### src/rtl/core/rfp_pkg.sv
// rfp_pkg: shared constants, codes and types for the rank fusion pool.
// Used by rfp_ctrl, rfp_dp, rank_fusion_pool and rfp_checker. No dependencies.
package rfp_pkg;

   localparam int POOL_DEPTH  = 32;
   localparam int RANK_OFFSET = 60;
   localparam int MAX_OUT     = 32;

   localparam int IDX_W   = (POOL_DEPTH > 1) ? $clog2(POOL_DEPTH) : 1;
   localparam int CNT_W   = $clog2(POOL_DEPTH + 1);
   localparam int K_W     = 6;
   localparam int KEY_W   = 256;
   localparam int CHUNK_W = 16;
   localparam int SCORE_W = 24;
   localparam int COS_W   = 16;
   localparam int RANK_W  = 16;
   localparam int DIV_W   = 17;
   localparam int NUM_W   = SCORE_W + 1;
   localparam int DCNT_W  = $clog2(NUM_W);

   localparam int REQ_DATA_W = 296;
   localparam int RSP_DATA_W = 328;

   localparam logic [SCORE_W-1:0] SCORE_MAX = '1;
   localparam logic [RANK_W-1:0]  RANK_MAX  = '1;

   localparam logic [1:0] LEG_VECTOR = 2'd2;

   localparam logic CSR_TOP_K   = 1'b0;
   localparam logic CSR_MIN_COS = 1'b1;

   typedef enum logic [1:0] {
      REQ_CLEAR = 2'd0,
      REQ_HIT   = 2'd1,
      REQ_READ  = 2'd2,
      REQ_NONE  = 2'd3
   } req_kind_type;

   typedef enum logic [2:0] {
      ST_NEW    = 3'd0,
      ST_MERGED = 3'd1,
      ST_DUP    = 3'd2,
      ST_FULL   = 3'd3,
      ST_RANKED = 3'd4,
      ST_EMPTY  = 3'd5,
      ST_SUPP   = 3'd6
   } status_type;

   typedef struct packed {
      logic [KEY_W-1:0]   key;
      logic [CHUNK_W-1:0] chunk;
      logic [2:0]         legs;
      logic [SCORE_W-1:0] score;
      logic [COS_W-1:0]   cos;
      logic               known;
   } entry_type;

   typedef enum logic [3:0] {
      OP_NONE,
      OP_LATCH,
      OP_CLEAR,
      OP_EMIT_BADLEG,
      OP_SCAN_START,
      OP_READ,
      OP_HIT_CHECK,
      OP_HIT_RANK,
      OP_DIV,
      OP_HIT_WRITE,
      OP_EMIT_DUP,
      OP_EMIT_FULL,
      OP_COS_CHECK,
      OP_EMIT_SUPP,
      OP_EMIT_EMPTY,
      OP_SEL_INIT
   } dp_op_type;

   typedef struct packed {
      dp_op_type op;
      logic      sel_check;
      logic      sel_emit;
   } dp_cmd_type;

   typedef struct packed {
      req_kind_type kind;
      logic         leg_bad;
      logic         idx_end;
      logic         match;
      logic         dup;
      logic         found;
      logic         full;
      logic         div_done;
      logic         suppress;
      logic         nout_zero;
      logic         sel_last;
      logic         out_free;
   } dp_stat_type;

endpackage

### src/rtl/core/rfp_ctrl.sv
// rfp_ctrl: sequencer for the rank fusion pool.
// Depends on rfp_pkg; drives rfp_dp through dp_cmd_type, reads dp_stat_type.
module rfp_ctrl (
   input  logic                 clock,
   input  logic                 reset,
   input  logic                 req_tvalid,
   output logic                 req_tready,
   input  rfp_pkg::dp_stat_type stat,
   output rfp_pkg::dp_cmd_type  cmd
);

   typedef enum logic [4:0] {
      S_IDLE, S_DISPATCH, S_CLEAR, S_BADLEG,
      S_HIT_START, S_HIT_SCAN, S_HIT_CHK, S_EMIT_DUP, S_HIT_RANK,
      S_EMIT_FULL, S_DIV, S_HIT_WR,
      S_RO_START, S_COS_SCAN, S_COS_CHK, S_RO_DECIDE, S_EMIT_SUPP,
      S_EMIT_EMPTY, S_SEL_SCAN, S_SEL_CHK, S_SEL_OUT
   } state_type;

   state_type state_ff, state_in;
   logic      ready_ff;

   assign req_tready = ready_ff;

   always_comb begin
      state_in      = state_ff;
      cmd.op        = rfp_pkg::OP_NONE;
      cmd.sel_check = 1'b0;
      cmd.sel_emit  = 1'b0;
      case (state_ff)
         S_IDLE: begin
            if (req_tvalid && ready_ff) begin
               cmd.op   = rfp_pkg::OP_LATCH;
               state_in = S_DISPATCH;
            end
         end
         S_DISPATCH: begin
            case (stat.kind)
               rfp_pkg::REQ_CLEAR: state_in = S_CLEAR;
               rfp_pkg::REQ_HIT:   state_in = stat.leg_bad ? S_BADLEG : S_HIT_START;
               rfp_pkg::REQ_READ:  state_in = S_RO_START;
               default:            state_in = S_IDLE;
            endcase
         end
         S_CLEAR: begin
            if (stat.out_free) begin
               cmd.op   = rfp_pkg::OP_CLEAR;
               state_in = S_IDLE;
            end
         end
         S_BADLEG: begin
            if (stat.out_free) begin
               cmd.op   = rfp_pkg::OP_EMIT_BADLEG;
               state_in = S_IDLE;
            end
         end
         S_HIT_START: begin
            cmd.op   = rfp_pkg::OP_SCAN_START;
            state_in = S_HIT_SCAN;
         end
         S_HIT_SCAN: begin
            if (stat.idx_end) begin
               state_in = S_HIT_RANK;
            end else begin
               cmd.op   = rfp_pkg::OP_READ;
               state_in = S_HIT_CHK;
            end
         end
         S_HIT_CHK: begin
            cmd.op = rfp_pkg::OP_HIT_CHECK;
            if (stat.match) begin
               state_in = stat.dup ? S_EMIT_DUP : S_HIT_RANK;
            end else begin
               state_in = S_HIT_SCAN;
            end
         end
         S_EMIT_DUP: begin
            if (stat.out_free) begin
               cmd.op   = rfp_pkg::OP_EMIT_DUP;
               state_in = S_IDLE;
            end
         end
         S_HIT_RANK: begin
            cmd.op   = rfp_pkg::OP_HIT_RANK;
            state_in = (!stat.found && stat.full) ? S_EMIT_FULL : S_DIV;
         end
         S_EMIT_FULL: begin
            if (stat.out_free) begin
               cmd.op   = rfp_pkg::OP_EMIT_FULL;
               state_in = S_IDLE;
            end
         end
         S_DIV: begin
            cmd.op = rfp_pkg::OP_DIV;
            if (stat.div_done) state_in = S_HIT_WR;
         end
         S_HIT_WR: begin
            if (stat.out_free) begin
               cmd.op   = rfp_pkg::OP_HIT_WRITE;
               state_in = S_IDLE;
            end
         end
         S_RO_START: begin
            cmd.op   = rfp_pkg::OP_SCAN_START;
            state_in = S_COS_SCAN;
         end
         S_COS_SCAN: begin
            if (stat.idx_end) begin
               state_in = S_RO_DECIDE;
            end else begin
               cmd.op   = rfp_pkg::OP_READ;
               state_in = S_COS_CHK;
            end
         end
         S_COS_CHK: begin
            cmd.op   = rfp_pkg::OP_COS_CHECK;
            state_in = S_COS_SCAN;
         end
         S_RO_DECIDE: begin
            if (stat.suppress) begin
               state_in = S_EMIT_SUPP;
            end else if (stat.nout_zero) begin
               state_in = S_EMIT_EMPTY;
            end else begin
               cmd.op   = rfp_pkg::OP_SEL_INIT;
               state_in = S_SEL_SCAN;
            end
         end
         S_EMIT_SUPP: begin
            if (stat.out_free) begin
               cmd.op   = rfp_pkg::OP_EMIT_SUPP;
               state_in = S_IDLE;
            end
         end
         S_EMIT_EMPTY: begin
            if (stat.out_free) begin
               cmd.op   = rfp_pkg::OP_EMIT_EMPTY;
               state_in = S_IDLE;
            end
         end
         S_SEL_SCAN: begin
            if (stat.idx_end) begin
               state_in = S_SEL_OUT;
            end else begin
               cmd.op   = rfp_pkg::OP_READ;
               state_in = S_SEL_CHK;
            end
         end
         S_SEL_CHK: begin
            cmd.sel_check = 1'b1;
            state_in      = S_SEL_SCAN;
         end
         S_SEL_OUT: begin
            if (stat.out_free) begin
               cmd.sel_emit = 1'b1;
               state_in     = stat.sel_last ? S_IDLE : S_SEL_SCAN;
            end
         end
         default: state_in = S_IDLE;
      endcase
   end

   always_ff @(posedge clock) begin
      if (reset) begin
         state_ff <= S_IDLE;
         ready_ff <= 1'b0;
      end else begin
         state_ff <= state_in;
         ready_ff <= (state_in == S_IDLE);
      end
   end

endmodule

### config.mk
export PLATFORM = sky130hd
export DESIGN_NAME = rfp_ctrl
export DESIGN_NICKNAME = d
export VERILOG_FILES = /design/src/rtl/core/rfp_pkg.sv /design/src/rtl/core/rfp_ctrl.sv
export SDC_FILE = /design/constraint.sdc
export NUM_CORES = 1
export LEC_CHECK = 0
export BUFFER_PORTS_ARGS = -buffer_cell sky130_fd_sc_hd__clkbuf_2
export CORE_MARGIN = 3
export CORE_UTILIZATION = 52
export CTS_CLUSTER_DIAMETER = 50
export DETAILED_ROUTE_END_ITERATION = 10
export GPL_TIMING_DRIVEN = 0
export PLACE_DENSITY_LB_ADDON = 0.08
export SLEW_MARGIN = 0
export SYNTH_ARGS = -nofsm -noshare
export SYNTH_HDL_FRONTEND = slang
export SYNTH_SLANG_ARGS = --single-unit
export TNS_END_PERCENT = 30
### constraint.sdc
create_clock -name clock -period 2.2 [get_ports clock]
set_input_delay 0.11 -clock clock [delete_from_list [all_inputs] [get_ports clock]]
set_output_delay 0.11 -clock clock [all_outputs]
set_load 0.05 [all_outputs]
# ---- After elaboration in Yosys (flattened, before gate mapping)
# Index checks and enable logic that the tools add are counted.
dict set report classes {
  n_bitwise 0
  n_eq_ne 22
  magnitude_cmp 0
  div 0
  multipliers 0
  reduce_logical 10
  n_shift 0
  muxes 31
  n_addsub 0
}
# operator count
set op_table {}
lappend op_table {{$pmux W5 S14} 1}
lappend op_table {{$pmux W4 S15} 1}
lappend op_table {{$eq A5 B4 Y1 const B} 8}
lappend op_table {{$mux W4} 10}
lappend op_table {{$eq A5 B5 Y1 const B} 5}
lappend op_table {{$mux W5} 5}
lappend op_table {{$eq A5 B3 Y1 const B} 4}
lappend op_table {{$pmux W4 S3} 1}
lappend op_table {{$eq A5 B2 Y1 const B} 2}
lappend op_table {{$logic_not A5 Y1} 2}
lappend op_table {{$mux W2} 5}
lappend op_table {{$mux W3} 3}
lappend op_table {{$reduce_or A7 Y1} 1}
lappend op_table {{$eq A5 B1 Y1 const B} 1}
lappend op_table {{$mux W1} 5}
lappend op_table {{$reduce_or A2 Y1} 2}
lappend op_table {{$reduce_or A3 Y1} 1}
lappend op_table {{$eq A2 B1 Y1 const B} 1}
lappend op_table {{$eq A2 B2 Y1 const B} 1}
lappend op_table {{$logic_and A1 B1 Y1} 2}
lappend op_table {{$logic_not A2 Y1} 1}
lappend op_table {{$logic_not A1 Y1} 1}
dict set report word_totals {
  n_memories 0
  ram_bits 0
  latch_bits 0
  reg_bits 6
  out_inout_bits 7
  inputBits 16
  romBits 0
}

# ---- Depth between registers and ports, before layout
dict set report depth {
  word_depth 5
  ltp_mapped 7
}

# ---- Worst setup path after synthesis
# Ideal clock, no wire load.
dict set report synth_timing {
  kind {register to output}
  startpoint {reg state_ff[2]}
  endpoint {out cmd[4] (netlist name)}
  stages_incl_launch_ff 5
  slack_ns -0.460
  required_ns 2.090
  t_arrival_ns 2.550
  cell_sequence {dfxtp_1 -> buf_2 -> buf_2 -> a21oi_1 -> o311ai_0}
}
# item line
set synth_rtl {}
lappend synth_rtl {{start: declaration} rfp_ctrl.sv:20} ;# state_type state_ff, state_in;
lappend synth_rtl {{start signal: assignment} rfp_ctrl.sv:168} ;# state_ff <= state_in;
lappend synth_rtl {{end: declaration} rfp_ctrl.sv:9} ;# output rfp_pkg::dp_cmd_type cmd

==> flow_metrics.py <==
metrics = {
    "final_layout": {
        "drive_gt1_share_pct": 28.48,
        "fill_cells": 153,
        "antenna_cells": 0,
        "multi_input_area_um2": 701.9,
        "nets": 169,
        "synthToLayoutAreaGrowth_pct": 19.72,
        "fin_cells": 167,
        "area.sequential_um2": 120.1,
        "fin_util_pct": 67.74,
    },
    "die": {
        "die_x_um": 47.19,
        "start_util_pct": 56.58,
        "die_area_um2": 2226,
        "core-area_um2": 1559,
        "rows": 14,
        "ios": 23,
        "die_height_um": 47.19,
    },
    "setup_path": {
        "arrival_ns": 2.02,
        "path_class": "flip-flop to output pin",
        "r2r_setup_slack_ns": 0.18,
        "setup.worst_path.start_class": "flip-flop",
        "worstPathRequired_ns": 2.09,
        "path_max_fanout": 10,
        "worst_r2r_path_depth": 7,
        "endpoint_kind": "output pin",
    },
    "clock_network": {
        "htreeDepth": 1,
        "clk_latency_ns": 0.24,
        "clockRootBuffer": "clkbuf_4",
        "cts_resized": 1,
        "clock_path_buffers": 2,
        "cts_tree": "done",
        "postCtsSetupBuffers": 0,
        "numClockSinks": 6,
        "clk_pin_slew_ns": 0.04,
        "cts_hold_buf": 0,
        "cts_buffers": 3,
    },
    "grt": {
        "antenna_found_initial": 0,
        "busiest_layer": "met2",
        "grt_overflow_total": 0,
        "grt_use_met2_pct": 39.57,
        "met1_usage_pct": 35.59,
        "grt_usage_pct": 26.64,
        "grt_util_met3_pct": 3.831,
        "grt_pass1_wl_mm": 4.250,
        "grt_max_degree": 11,
        "grt_pass1_vias": 975,
    },
    "synth": {
        "syn_inst": 126,
        "synth.area.top_cells": "dfxtp_1 14%, nand2b_1 7.1%, buf_2 5.1%",
        "yosys.cell_types.count": 48,
        "synth_top_area_share_pct": 13.62,
        "syn_area_um2": 882.1,
        "avgSynthCellArea_um2": 7.001,
        "synth_top_area_cell": "dfxtp_1",
        "ys_ff_latch": 6,
        "async_flop_share_pct": 0,
        "yosysWarnings": 0,
        "dominantRegCellSynth": "dfxtp_1",
        "synth_fp_nets": 142,
        "yosysSeqAreaShare_pct": 13.62,
        "synth_edf_count": 0,
    },
    "timing": {
        "final.period_utilization_pct": 96.72,
        "fin_worst_skew_ns": 0.0006933,
        "report.final.slew_viol_count": 0,
        "max_slew_margin_pct": 61.31,
        "final.min_clock_period_ns": 2.128,
        "fin_hold_ws_ns": 0.05798,
        "setup_viol": 0,
        "max_freq_mhz": 469.9,
        "worstMarginPinSlew_ns": 0.5657,
        "finalSetupTns_ns": 0,
        "hold_viol": 0,
    },
    "detailed_routing": {
        "ant_nets": 0,
        "vias": 1101,
        "drt-total-wl_mm": 2.556,
        "drc_errors": 0,
        "drt_iter0_drc": 46,
        "firstDrtPassIters": 4,
        "wl_per_cell_um": 15.31,
        "via_per_inst": 6.593,
    },
    "min_path": {
        "min_path_type": "input pin to flip-flop",
        "hold_path_depth": 2,
    },
    "power_and_ir_drop": {
        "peakVddDrop_uv": 496.5,
        "p_leak_nw": 0.4663,
        "power_w": 0.0004539,
        "power_density_nw_per_um2": 429.8,
    },
    "job": {
        "max_cap_viol_count": 0,
    },
    "placement": {
        "hpwl_mm": 1.971,
        "placed_cells": 164,
        "portBuffers": 22,
        "place_congestion": 0.9118,
    },
    "run_status": {
        "outcome": "completed",
    },
}
## report_power, final
group / internal, W / total (W) / leakage [nW] / switching, W
clock: 0.0000614 / 0.0000967 / 0.0138 / 0.0000353
combinational: 0.0000780 / 0.000228 / 0.404 / 0.000151
sequential: 0.000120 / 0.000129 / 0.0489 / 0.00000875
## per-stage QoR
step	setup WS (ns)	instance area, um2
finish	0.07210	1056
global route	-0.0005926	1056
CTS	0.05382	1041
detailed placement	0.2005	1012
global placement	0.2118	1012
floorplan	0.1029	882.1
## synthesized netlist by cell type, types with 2 or more instances
| library cell | n |
|---|---|
| a32oi_1 | 2 |
| nand3b_1 | 2 |
| nor4_1 | 2 |
| buf_2 | 9 |
| a31oi_1 | 3 |
| and2_1 | 5 |
| dfxtp_1 | 6 |
| nor3b_1 | 3 |
| a221oi_1 | 2 |
| o21ai_0 | 7 |
| nand4_1 | 4 |
| nor2b_1 | 3 |
| nand3_1 | 5 |
| inv_1 | 5 |
| nor2_1 | 10 |
| o2111ai_1 | 2 |
| nand2b_1 | 10 |
| a2111oi_0 | 2 |
| nor3_1 | 5 |
| a21oi_1 | 5 |
| or4_1 | 2 |
| nand2_1 | 6 |
## layout make-up
cell class                 count  area share, %
clock buffer                   3          2.133
inverter                       6          2.370
buffer                        10          5.332
sequential                     6          11.37
timing repair buffer          22          10.43
tap                           16          1.896
multi-input combinational    104          66.47
## cells by family after synthesis
family                 share of synthesized area (%)
and+or+nand+nor                                43.26
DFF                                            13.62
buffers and inverters                          9.220
AOI/OAI and AO/OA                              33.90
## metal layers
metal | vias to the layer above | wire length [um]
met1 | 504 | 1179
met3 | 4 | 140
met4 | 0 | 37
met2 | 49 | 1198
li1 | 544 | -
met5 | - | 0
## registers in the layout (all words and copies together), names as in the netlist
| register | flops |
|---|---|
| state_ff | 5 |
| req_tready | 1 |
## worst max-delay path: stages, from the launching register on
cell	delay (ns)
dfxtp_1	0.40
buf_2	0.24
buf_2	0.24
nor2_1	0.08
a221oi_2	0.39
o311ai_1	0.16
clkbuf_2	0.26
## worst paths after layout
path / end / from
setup / recovery: cmd[4] / state_ff[0]$_SDFF_PP0_
hold / removal: state_ff[4]$_SDFF_PP0_ / reset
setup reg to reg: req_tready$_SDFF_PP0_ / state_ff[2]$_SDFF_PP0_
hold reg to reg: req_tready$_SDFF_PP0_ / req_tready$_SDFF_PP0_
## layout by cell type (no fill, tap or decap), types with 4 or more instances in the layout
| master | n |
|---|---|
| clkbuf_2 | 22 |
| nor2_1 | 10 |
| nand2b_1 | 10 |
| buf_2 | 9 |
| o21ai_0 | 7 |
| nand2_1 | 6 |
| dfxtp_1 | 6 |
| a21oi_1 | 5 |
| inv_1 | 5 |
| nand3_1 | 5 |
| nor3_1 | 5 |
| and2_1 | 5 |
| nand4_1 | 4 |
(Power assumes the default switching activity.)
